## src/rtl/core/vsrl_pkg.sv

```systemverilog
// Shared types and constants for the vector slew rate limiter.
package vsrl_pkg;

  localparam int unsigned DATA_W = 32;
  localparam int unsigned RATE_W = 31;
  localparam int unsigned COUNT_W = 3;
  localparam int unsigned STATUS_W = 3;
  localparam int unsigned MAX_PORTS = 4;
  // magnitude of a delta, and the squared-sum and norm widths
  localparam int unsigned MAG_W = 33;
  localparam int unsigned SUM_W = 68;
  localparam int unsigned NORM_W = 34;
  // limit = max_rate * step_time >> 16
  localparam int unsigned LIM_W = 47;
  // |d| * limit
  localparam int unsigned PROD_W = 80;

  localparam logic [RATE_W-1:0] RATE_RESET = 31'd65536;

  typedef enum logic [STATUS_W-1:0] {
    ST_IGNORED = 3'd0,
    ST_PRIMED  = 3'd1,
    ST_FOLLOW  = 3'd2,
    ST_SCALED  = 3'd3,
    ST_CLEARED = 3'd4
  } status_t;

  localparam logic OP_STEP  = 1'b0;
  localparam logic OP_CLEAR = 1'b1;

  // command to the iterative unit
  typedef enum logic [2:0] {
    UOP_SQRT = 3'b001,
    UOP_DIV  = 3'b010,
    UOP_MUL  = 3'b100
  } uop_t;

  typedef struct packed {
    logic              start;
    uop_t              uop;
    logic [SUM_W-1:0]  a;
    logic [PROD_W-1:0] b;
    logic [NORM_W-1:0] c;
  } unit_req_t;

  typedef struct packed {
    logic              done;
    logic [PROD_W-1:0] res;
  } unit_rsp_t;

endpackage

```

## src/rtl/core/vsrl_unit.sv

```systemverilog
// Shared bit-serial unit: square root, long division and shift-add multiply.
module vsrl_unit (
  input  logic                  clk,
  input  logic                  rst_n,
  input  vsrl_pkg::unit_req_t   req,
  output vsrl_pkg::unit_rsp_t   rsp
);

  localparam int unsigned PW = vsrl_pkg::PROD_W;
  localparam int unsigned NW = vsrl_pkg::NORM_W;
  localparam int unsigned SW = vsrl_pkg::SUM_W;

  logic              busy_r, busy_nxt;
  vsrl_pkg::uop_t    uop_r, uop_nxt;
  logic [6:0]        cnt_r, cnt_nxt;
  logic [PW-1:0]     acc_r, acc_nxt;     // root / quotient / product
  logic [PW-1:0]     src_r, src_nxt;     // radicand / dividend / multiplicand
  logic [PW+1:0]     rem_r, rem_nxt;     // partial remainder / multiplier
  logic [NW-1:0]     den_r, den_nxt;     // divisor
  logic              done_r, done_nxt;

  logic [PW+1:0] rem_sh;
  logic [PW+1:0] trial;
  logic [PW+1:0] rem_d;

  always_comb begin
    busy_nxt = busy_r;
    uop_nxt  = uop_r;
    cnt_nxt  = cnt_r;
    acc_nxt  = acc_r;
    src_nxt  = src_r;
    rem_nxt  = rem_r;
    den_nxt  = den_r;
    done_nxt = 1'b0;
    rem_sh   = '0;
    trial    = '0;
    rem_d    = '0;
    if (!busy_r && req.start) begin
      busy_nxt = 1'b1;
      uop_nxt  = req.uop;
      acc_nxt  = '0;
      rem_nxt  = '0;
      den_nxt  = req.c;
      unique case (req.uop)
        vsrl_pkg::UOP_SQRT: begin
          src_nxt = {{(PW-SW){1'b0}}, req.a};
          cnt_nxt = 7'(SW / 2);
        end
        vsrl_pkg::UOP_DIV: begin
          src_nxt = req.b;
          cnt_nxt = 7'(PW);
        end
        vsrl_pkg::UOP_MUL: begin
          // a holds the multiplicand, b the multiplier; c is not used
          src_nxt = {{(PW-SW){1'b0}}, req.a};
          den_nxt = '0;
          rem_nxt = {2'b00, req.b};
          cnt_nxt = 7'(vsrl_pkg::LIM_W);
        end
        default: ;
      endcase
    end else if (busy_r) begin
      unique case (uop_r)
        vsrl_pkg::UOP_SQRT: begin
          // two radicand bits a step, restoring
          rem_sh = {rem_r[PW-1:0], src_r[SW-1 -: 2]};
          trial  = {acc_r[PW-1:0], 2'b01};
          src_nxt = {src_r[PW-3:0], 2'b00};
          if (rem_sh >= trial) begin
            rem_nxt = rem_sh - trial;
            acc_nxt = {acc_r[PW-2:0], 1'b1};
          end else begin
            rem_nxt = rem_sh;
            acc_nxt = {acc_r[PW-2:0], 1'b0};
          end
        end
        vsrl_pkg::UOP_DIV: begin
          rem_sh  = {rem_r[PW:0], src_r[PW-1]};
          rem_d   = {{(PW+2-NW){1'b0}}, den_r};
          src_nxt = {src_r[PW-2:0], 1'b0};
          if (rem_sh >= rem_d) begin
            rem_nxt = rem_sh - rem_d;
            acc_nxt = {acc_r[PW-2:0], 1'b1};
          end else begin
            rem_nxt = rem_sh;
            acc_nxt = {acc_r[PW-2:0], 1'b0};
          end
        end
        vsrl_pkg::UOP_MUL: begin
          // rem holds the multiplier, shifted right one bit a step
          if (rem_r[0]) begin
            acc_nxt = acc_r + src_r;
          end
          src_nxt = {src_r[PW-2:0], 1'b0};
          rem_nxt = {1'b0, rem_r[PW+1:1]};
        end
        default: ;
      endcase
      cnt_nxt = cnt_r - 7'd1;
      if (cnt_r == 7'd1) begin
        busy_nxt = 1'b0;
        done_nxt = 1'b1;
      end
    end
  end

  always_ff @(posedge clk) begin
    if (!rst_n) begin
      busy_r <= 1'b0;
      done_r <= 1'b0;
      uop_r  <= vsrl_pkg::UOP_SQRT;
      cnt_r  <= '0;
    end else begin
      busy_r <= busy_nxt;
      done_r <= done_nxt;
      uop_r  <= uop_nxt;
      cnt_r  <= cnt_nxt;
    end
    acc_r <= acc_nxt;
    src_r <= src_nxt;
    rem_r <= rem_nxt;
    den_r <= den_nxt;
  end

  assign rsp.done = done_r;
  assign rsp.res  = acc_r;

endmodule

```

## src/rtl/core/vector_slew_rate_limiter.sv

```systemverilog
// Top level of the vector slew rate limiter: sequencer, lane store and output register.
//
//  channel | ports                                    | dir
//  --------+------------------------------------------+-----
//  input   | in_valid/in_ready, in_op, in_target_0..3, | in
//          | in_wheel_count, in_step_time              |
//  result  | out_valid/out_ready, out_0..3, out_status | out
//  config  | cfg_valid/cfg_ready, cfg_max_rate         | in
//
// A clear, ignored or priming item goes straight to the output state once accepted.
// A limited step squares and sums each lane, takes the root, forms the limit
// product, tests the norm against it and loads the output; scaling adds a product,
// a division and an update for each lane, all through the one shared bit-serial unit.
// Synchronous reset clears control state and the lane store. The input is not
// ready while an item is at work; a finished item holds in the last state until
// the output register frees, and a stalled result holds.
module vector_slew_rate_limiter #(
  parameter int unsigned LANES = 4
) (
  input  logic                           clk,
  input  logic                           rst_n,
  input  logic                           in_valid,
  output logic                           in_ready,
  input  logic                           in_op,
  input  logic signed [31:0]             in_target_0,
  input  logic signed [31:0]             in_target_1,
  input  logic signed [31:0]             in_target_2,
  input  logic signed [31:0]             in_target_3,
  input  logic [2:0]                     in_wheel_count,
  input  logic [31:0]                    in_step_time,
  output logic                           out_valid,
  input  logic                           out_ready,
  output logic signed [31:0]             out_0,
  output logic signed [31:0]             out_1,
  output logic signed [31:0]             out_2,
  output logic signed [31:0]             out_3,
  output logic [2:0]                     out_status,
  input  logic                           cfg_valid,
  output logic                           cfg_ready,
  input  logic [30:0]                    cfg_max_rate
);

  localparam int unsigned LW = (LANES > 1) ? $clog2(LANES) : 1;
  localparam int unsigned NP = vsrl_pkg::MAX_PORTS;
  localparam int unsigned MW = vsrl_pkg::MAG_W;
  localparam int unsigned SW = vsrl_pkg::SUM_W;
  localparam int unsigned PW = vsrl_pkg::PROD_W;
  localparam int unsigned NW = vsrl_pkg::NORM_W;
  localparam int unsigned KW = vsrl_pkg::LIM_W;

  typedef enum logic [9:0] {
    S_IDLE  = 10'b0000000001,
    S_SQ    = 10'b0000000010,
    S_SQW   = 10'b0000000100,
    S_ROOT  = 10'b0000001000,
    S_LIM   = 10'b0000010000,
    S_TEST  = 10'b0000100000,
    S_MUL   = 10'b0001000000,
    S_DIV   = 10'b0010000000,
    S_APPLY = 10'b0100000000,
    S_OUT   = 10'b1000000000
  } state_t;

  state_t                   state_r, state_nxt;
  logic [30:0]              rate_r;
  logic signed [31:0]       held_r [LANES];
  logic signed [31:0]       tgt_r [NP];
  logic                     primed_r;
  logic [31:0]              dt_r;
  logic [LW:0]              used_r;
  logic [LW-1:0]            lane_r;
  logic [SW-1:0]            sum_r;
  logic [NW-1:0]            norm_r;
  logic [KW-1:0]            lim_r;
  logic [PW-1:0]            quo_r;
  logic [2:0]               status_r;
  logic [2:0]               ostat_r;
  logic                     ovalid_r;
  logic signed [31:0]       obuf_r [NP];
  // S_ROOT/S_LIM/S_MUL/S_DIV: issue in the first cycle, wait for done
  logic                     waiting_r;

  vsrl_pkg::unit_req_t      req;
  vsrl_pkg::unit_rsp_t      rsp;

  logic signed [MW-1:0]     delta;
  logic [MW-1:0]            mag;
  logic [3:0]               cnt_eff;
  logic [LW:0]              used_in;
  logic signed [MW+1:0]     moved;
  logic signed [31:0]       moved_sat;
  logic                     last_lane;
  logic                     out_load;

  vsrl_unit u_unit (
    .clk   (clk),
    .rst_n (rst_n),
    .req   (req),
    .rsp   (rsp)
  );

  assign delta = MW'(tgt_r[lane_r]) - MW'(held_r[lane_r]);
  assign mag   = delta[MW-1] ? -delta : delta;
  assign last_lane = ({1'b0, lane_r} == used_r - (LW+1)'(1));

  always_comb begin
    cnt_eff = {1'b0, in_wheel_count};
    if (cnt_eff > 4'(LANES)) cnt_eff = 4'(LANES);
    if (cnt_eff > 4'(NP)) cnt_eff = 4'(NP);
    used_in = (LW+1)'(cnt_eff);
  end

  // step the held value by the signed quotient, then clamp
  always_comb begin
    if (delta[MW-1]) begin
      moved = (MW+2)'(held_r[lane_r]) - $signed({1'b0, quo_r[MW:0]});
    end else begin
      moved = (MW+2)'(held_r[lane_r]) + $signed({1'b0, quo_r[MW:0]});
    end
    if (moved > (MW+2)'(32'sh7fffffff)) moved_sat = 32'sh7fffffff;
    else if (moved < -(MW+2)'(33'sh080000000)) moved_sat = 32'sh80000000;
    else moved_sat = moved[31:0];
  end

  always_comb begin
    req.start = 1'b0;
    req.uop   = vsrl_pkg::UOP_MUL;
    req.a     = '0;
    req.b     = '0;
    req.c     = norm_r;
    unique case (state_r)
      S_SQ: begin
        req.start = 1'b1;
        req.uop   = vsrl_pkg::UOP_MUL;
        req.a     = SW'(mag);
        req.b     = PW'(mag);
      end
      S_ROOT: begin
        req.start = !waiting_r;
        req.uop   = vsrl_pkg::UOP_SQRT;
        req.a     = sum_r;
      end
      S_LIM: begin
        req.start = !waiting_r;
        req.uop   = vsrl_pkg::UOP_MUL;
        req.a     = SW'(rate_r);
        req.b     = PW'(dt_r);
      end
      S_MUL: begin
        req.start = !waiting_r;
        req.uop   = vsrl_pkg::UOP_MUL;
        req.a     = SW'(mag);
        req.b     = PW'(lim_r);
      end
      S_DIV: begin
        req.start = !waiting_r;
        req.uop   = vsrl_pkg::UOP_DIV;
        req.b     = quo_r;
      end
      default: ;
    endcase
  end

  assign in_ready  = (state_r == S_IDLE);
  assign cfg_ready = 1'b1;
  assign out_load  = (state_r == S_OUT) && (!ovalid_r || out_ready);

  always_ff @(posedge clk) begin
    if (!rst_n) begin
      state_r   <= S_IDLE;
      rate_r    <= vsrl_pkg::RATE_RESET;
      primed_r  <= 1'b0;
      ovalid_r  <= 1'b0;
      waiting_r <= 1'b0;
      for (int i = 0; i < LANES; i++) held_r[i] <= '0;
    end else begin
      if (cfg_valid && cfg_ready) rate_r <= cfg_max_rate;
      if (out_load) ovalid_r <= 1'b1;
      else if (out_ready) ovalid_r <= 1'b0;
      unique case (state_r)
        S_IDLE: begin
          if (in_valid && in_ready) begin
            tgt_r[0] <= in_target_0;
            tgt_r[1] <= in_target_1;
            tgt_r[2] <= in_target_2;
            tgt_r[3] <= in_target_3;
            dt_r     <= in_step_time;
            used_r   <= used_in;
            lane_r   <= '0;
            sum_r    <= '0;
            if (in_op == vsrl_pkg::OP_CLEAR) begin
              primed_r <= 1'b0;
              for (int i = 0; i < LANES; i++) held_r[i] <= '0;
              status_r <= vsrl_pkg::ST_CLEARED;
              state_r  <= S_OUT;
            end else if (used_in == '0 || in_step_time == '0) begin
              status_r <= vsrl_pkg::ST_IGNORED;
              state_r  <= S_OUT;
            end else if (!primed_r) begin
              primed_r <= 1'b1;
              for (int i = 0; i < LANES; i++) begin
                if ((LW+1)'(i) < used_in) begin
                  held_r[i] <= (i == 0) ? in_target_0 : (i == 1) ? in_target_1 :
                               (i == 2) ? in_target_2 : in_target_3;
                end
              end
              status_r <= vsrl_pkg::ST_PRIMED;
              state_r  <= S_OUT;
            end else begin
              state_r <= S_SQ;
            end
          end
        end
        S_SQ: state_r <= S_SQW;
        S_SQW: begin
          if (rsp.done) begin
            sum_r <= sum_r + SW'(rsp.res);
            if (last_lane) begin
              state_r <= S_ROOT;
            end else begin
              lane_r  <= lane_r + LW'(1);
              state_r <= S_SQ;
            end
          end
        end
        S_ROOT: begin
          if (!waiting_r) begin
            waiting_r <= 1'b1;
          end else if (rsp.done) begin
            waiting_r <= 1'b0;
            norm_r    <= rsp.res[NW-1:0];
            state_r   <= S_LIM;
          end
        end
        S_LIM: begin
          if (!waiting_r) begin
            waiting_r <= 1'b1;
          end else if (rsp.done) begin
            waiting_r <= 1'b0;
            lim_r     <= rsp.res[KW+15:16];
            state_r   <= S_TEST;
          end
        end
        S_TEST: begin
          lane_r <= '0;
          if (norm_r != '0 && 64'(norm_r) > 64'(lim_r)) begin
            status_r <= vsrl_pkg::ST_SCALED;
            state_r  <= S_MUL;
          end else begin
            for (int i = 0; i < LANES; i++) begin
              if ((LW+1)'(i) < used_r) held_r[i] <= tgt_r[i];
            end
            status_r <= vsrl_pkg::ST_FOLLOW;
            state_r  <= S_OUT;
          end
        end
        S_MUL: begin
          if (!waiting_r) begin
            waiting_r <= 1'b1;
          end else if (rsp.done) begin
            waiting_r <= 1'b0;
            quo_r     <= rsp.res;
            state_r   <= S_DIV;
          end
        end
        S_DIV: begin
          if (!waiting_r) begin
            waiting_r <= 1'b1;
          end else if (rsp.done) begin
            waiting_r <= 1'b0;
            quo_r     <= rsp.res;
            state_r   <= S_APPLY;
          end
        end
        S_APPLY: begin
          held_r[lane_r] <= moved_sat;
          if (last_lane) begin
            state_r <= S_OUT;
          end else begin
            lane_r  <= lane_r + LW'(1);
            state_r <= S_MUL;
          end
        end
        S_OUT: begin
          // hold until the output register is free
          if (out_load) begin
            for (int i = 0; i < NP; i++) begin
              obuf_r[i] <= (i < LANES) ? held_r[(i < LANES) ? i : 0] : '0;
            end
            ostat_r <= status_r;
            state_r <= S_IDLE;
          end
        end
        default: state_r <= S_IDLE;
      endcase
    end
  end

  assign out_valid  = ovalid_r;
  assign out_0      = obuf_r[0];
  assign out_1      = obuf_r[1];
  assign out_2      = obuf_r[2];
  assign out_3      = obuf_r[3];
  assign out_status = ostat_r;

endmodule

```

## config.mk

```make
export PLATFORM = sky130hd
export DESIGN_NAME = vector_slew_rate_limiter
export DESIGN_NICKNAME = d
export VERILOG_FILES = /design/src/rtl/core/vsrl_pkg.sv /design/src/rtl/core/vsrl_unit.sv /design/src/rtl/core/vector_slew_rate_limiter.sv
export SDC_FILE = /design/constraint.sdc
export NUM_CORES = 2
export LEC_CHECK = 0
export BUFFER_PORTS_ARGS = -buffer_cell sky130_fd_sc_hd__buf_4
export CAP_MARGIN = 25
export CORE_AREA = 2 2 539 488
export DETAILED_ROUTE_END_ITERATION = 7
export DIE_AREA = 0 0 541 490
export GPL_TIMING_DRIVEN = 0
export PLACE_DENSITY_LB_ADDON = 0.3
export SETUP_SLACK_MARGIN = 0.05
export SYNTH_ARGS = -nofsm -noshare
export SYNTH_HDL_FRONTEND = slang
export SYNTH_SLANG_ARGS = --single-unit
```

## constraint.sdc

```tcl
create_clock -name clk -period 11.26 [get_ports clk]
set_input_delay 1.689 -clock clk [delete_from_list [all_inputs] [get_ports clk]]
set_output_delay 1.689 -clock clk [all_outputs]
set_load 0.005 [all_outputs]
```

# == After elaboration in Yosys (flattened, before gate mapping) ==
# Memory sizes are Yosys's and may differ from the RTL's. A register that Yosys moved wholly into a read port is not among the register bits.
# Cells that the tools add are included.
# op_classes
addsub,11
mux,153
n_eq_ne,34
bitwise,14
n_reduce_logical,42
n_lt_le_gt_ge,15
# ops
op,count
$mux W32,15
$mux W82,4
$mux W80,4
$pmux W80 S2,2
$pmux W80 S4,1
$pmux W82 S3,1
$pmux W80 S3,1
$pmux W68 S3,1
$mux W10,16
$mux W68,2
$pmux W68 S2,1
$pmux W10 S10,1
$mux W1,83
$ge A82 B34 Y1,1
$ge A82 B82 Y1,1
$sub A82 B34 Y82,1
$sub A82 B82 Y82,1
$add A80 B80 Y80,1
$add A68 B68 Y68,1
$gt A34 B47 Y1,1
$add A32 B35 Y35,1
$gt A35 B32 Y1 const B,1
$lt A35 B32 Y1 const B,1
$mux W35,1
other kinds (58),126
# word_totals
ff_bits,604
memories,3
inputBits,200
word_cells,294
ramBits,384
out_inout_bits,134
# memory_table
memory,words,word_bits,rd,rd_ports_with_merged_regs,wr,line_no,source
held_r,4,32,5,1,4,vector_slew_rate_limiter.sv:66,logic signed [31:0] held_r [LANES];
obuf_r,4,32,4,0,4,vector_slew_rate_limiter.sv:79,logic signed [31:0] obuf_r [NP];
tgt_r,4,32,5,1,4,vector_slew_rate_limiter.sv:67,logic signed [31:0] tgt_r [NP];

# == Depth between registers and ports, before layout ==
# logic_depth
ltp_word,16
ltp_mapped,34
depth_no_buf,28

# == Cells and area by module ==
# A second synthesis with hierarchy kept.
# hier_totals
cells_unflattened,7099
hier_area_um2,67373.4
# modules_own_cells
mod,seq_area_each_um2,cells_each,instances,area_each_um2
vector_slew_rate_limiter,20619.8,3175,1,37921.4
vsrl_unit,7727.4,3924,1,29452.0

# == Worst setup path before layout ==
# No wires, ideal clock.
# synth_path
path_kind,reg2reg
start,register (tool-made name)
end,"memory held_r[0][15], data pin"
t_required_ns,11.001
arrival_ns,8.081
setup_ns,0.259
setup_slack_ns,2.919
period_less_slack_ns,8.341
path_buffers,5
stages_incl_launch_ff,32
cell_sequence,dfxtp_1 > clkbuf_1 > buf_1 > mux4_2 > ha_1 > fa_1 > nor2b_1 > o31a_1 > a21oi_1 > a211oi_1 > o211ai_1 > a21oi_1 > o221ai_1 > a31oi_1 > clkbuf_1 > buf_1 > a21oi_1 > fa_1 > a211oi_1 > o21ai_0 > a311oi_1 > nor2_1 > o31ai_1 > nand3b_1 > a31o_2 > a211oi_1 > xnor2_1 > a31oi_1 > clkbuf_1 > nor2_1 > o21ai_0 > nand2_1
# synth_rtl
item,line_no
to (decl),vector_slew_rate_limiter.sv:66

==> impl_metrics.toml <==
[critical_path]
r2r_cells = 33
critPathMaxFanout = 17
cp.required_ns = 11.87
start_kind = "flip-flop"
cpPeakStageDelay_ns = 0.63
worstSetupPathType = "reg2reg"
cp.arrival_ns = 11.45
critical_path.endpoint_type = "flip-flop"
cp_slowest_cell = "o211ai_1"
r2r_slack_ns = 0.42
timing.rr.end = "held_r[0][29]"

[sta]
tns_ns = 0
slew_headroom_pct = 18.0
finalHoldViolCount = 0
fin_crit_sh_pct = 96.2
fin_ws_ns = 0.424
worstMarginPinSlew_ns = 1.23
grt_setup_unrepaired = "false"
setup_violations = 0
slew_violations = 0
fin_crit_ns = 10.84
fmax_mhz = 92.3
fin_skew_ns = 0.114

[clocking]
cts.sinks = 990
cts-hold-fix-buffers = 0
cts_max_level = 3
numCtsBuffers = 109
clk_latency_ns = 0.82
cts_tree = "done"
clk_path_buf_depth = 3
clkSlewWorstSetupHoldPaths_ns = 0.06
clockRootBuffer = "clkbuf_16"

[grt]
grt_max_degree = 64
grt_pass1_vias = 55800
antenna_found_initial = 73
grtUsageTotal_pct = 22.6
grt_pass1_wl_um = 432000
grt_overflow_total = 0

[die]
die_w_um = 541
start_util_pct = 24.9
die_y_um = 490
row_count = 178
core_um2 = 260000
ioPinCount = 334
die_area_um2 = 265000

[yosys]
syn-cell-area_um2 = 64600
synth-seq-cells = 990
synth-edff-count = 852
yosys_warnings = 0
synthCells = 6623
avgSynthCellArea_um2 = 9.76
yosysUniqueCellTypes = 103
ys_seq_area_share_pct = 43.9
synth_nets = 7200
synth_ff_type = "edfxtp_1"
async_reset_ff_share_pct = 0

[layout]
final_cell_mix = "852 x edfxtp_1, 627 x a21oi_1, 556 x nand2_1"
drive_above_1_share_pct = 11.1
stdcell_area_um2 = 76500
final_util_pct = 29.5
area_delta_synth_final_pct = 18.4
fin_nets = 7698
layout_commonest_cell = "edfxtp_1"

[place]
gp_congestion = 0.982
pre_cts_slack_ns = -2.33
hpwl_um = 251000
placed_area_um2 = 72400
port_buffers = 331

[routing]
first_pass_iters = 8
avgViaCountPerCell = 5.63
wl_per_cell_um = 29.4
vias = 60100
routed_wl_um = 314000
detail_route.iter0.violations = 8806
drc_errors = 0
ant_nets = 0

[power]
swShare_pct = 48.0
peakVddDrop_mv = 0.230
pwr-share-clk_pct = 20.5
p_int_mw = 10.1
combPwrFrac_pct = 53.0
power_switching_mw = 9.35
seq_power_share_pct = 26.5
leakagePower_nw = 28.4
total_power_mw = 19.5
power_density_nw_per_um2 = 254

[status]
outcome = "complete, no violations"

[min_path]
hold_depth = 0
holdPathEnd = "out_status[2]"
hold_path.startpoint = "status_r[2]"
hp-class = "reg2reg"

[job]
max-cap-violations = 0
## per-stage QoR
stage | hold slack, ns | instances
6_report | 0.426 | 10700
5_1_grt | 0.452 | 10700
4_1_cts | 0.425 | 10600
3_3_place_gp | 0.410 | 10400
3_5_place_dp | 0.410 | 10400
2_1_floorplan | 0.400 | 6623
## per-layer routing
metal	vias up	GRT usage, %	share of wire (%)
li1	26200	-	-
met1	29900	32.1	44
met2	3425	32.8	42
met3	548	5.06	10
met4	34	9.26	3.9
met5	-	0	0.071
## sequential cells by signal, indices dropped and copies added, names as in the netlist, 2 cells and up, named ones only
signal and flops:
dt_r 32, held_r 128, lane_r 2, lim_r 47, norm_r 34, obuf_r 128
out_status 3, quo_r 80, rate_r 31, state_r 10, status_r 3, sum_r 68
tgt_r 128, u_unit.acc_r 80, u_unit.cnt_r 7, u_unit.den_r 34, u_unit.rem_r 82, u_unit.src_r 80
u_unit.uop_r 3, used_r 3
## cells in the mapped netlist, types with 63 or more instances
library cell	instances	area (um^2)
a211oi_1	107	803
a21o_1	210	1580
a21oi_1	630	3150
a221oi_1	102	893
a222oi_1	71	711
a22oi_1	95	713
a31oi_1	136	851
and2_1	63	394
clkbuf_1	334	1250
dfxtp_1	138	2760
edfxtp_1	852	25600
ha_1	372	4650
inv_1	309	1160
mux2i_1	88	881
mux4_2	64	1440
nand2_1	561	2110
nand3_1	112	561
nand4_1	81	507
nor2_1	529	1990
nor3_1	91	455
o21ai_0	386	1930
o21bai_1	64	480
o221ai_1	68	596
xnor2_1	216	1890
xor2_1	174	1520
## worst max-delay path by stage
stage	from	end	slack, ns	cells past startpoint
2_1_floorplan	flip-flop	held_r[0][15]	2.92	31
3_3_place_gp	flip-flop	held_r[0][15]	-3.15	32
3_5_place_dp	flip-flop	held_r[2][29]	-2.33	30
4_1_cts	flip-flop	held_r[3][7]	0.16	30
5_1_grt	flip-flop	held_r[0][29]	0.08	32
6_report	flip-flop	held_r[0][29]	0.42	33
## cell families after synthesis
| family | Yosys count | synth area share [%] |
|---|---|---|
| adder cells (fa/ha/maj) | 377 | 7.36 |
| AO/OA/AOI/OAI | 2182 | 22.1 |
| multiplexers | 181 | 4.10 |
| AND/OR/NAND/NOR | 1803 | 13.1 |
| other | 1 | 0.00580 |
| buffers and inverters | 699 | 4.10 |
| XOR/XNOR | 390 | 5.29 |
| flip-flops | 990 | 43.9 |
## cell type report
type / instances / area [um^2]
fill: 27200 / 183000
multi-input combinational: 4934 / 33800
sequential: 990 / 28300
tap: 3420 / 4280
timing repair buffer: 390 / 3440
clock buffer: 141 / 3090
buffer: 385 / 1510
inverter: 311 / 1170
clock inverter: 62 / 805
antenna: 43 / 108
## timing repair
action	4_1_cts	5_1_grt
resized for setup	25	24
pin swaps	0	1
buffers inserted	0	1
setup endpoints to repair	128	124
## power by group through the flow
stage                     sequential (mW)  combinational, mW  clock, mW
after global routing                 5.16               11.0       4.14
after CTS                            5.13               9.92       4.01
after floorplan                      4.76               6.35          0
after detailed placement             5.19               9.86          0
after global placement               5.23               9.75          0
final                                5.16               10.3       3.98
## critical path: cells and delay by family, from the launching register on
family | cells | cell delay, ns
AOI/OAI and AO/OA | 15 | 5.50
adders and majority gates | 3 | 0.84
and+or+nand+nor | 5 | 0.73
buffers and inverters | 7 | 1.99
DFF | 1 | 0.47
muxes | 1 | 0.60
xor gates and xnor gates | 2 | 0.42
(Power assumes the default switching activity.)
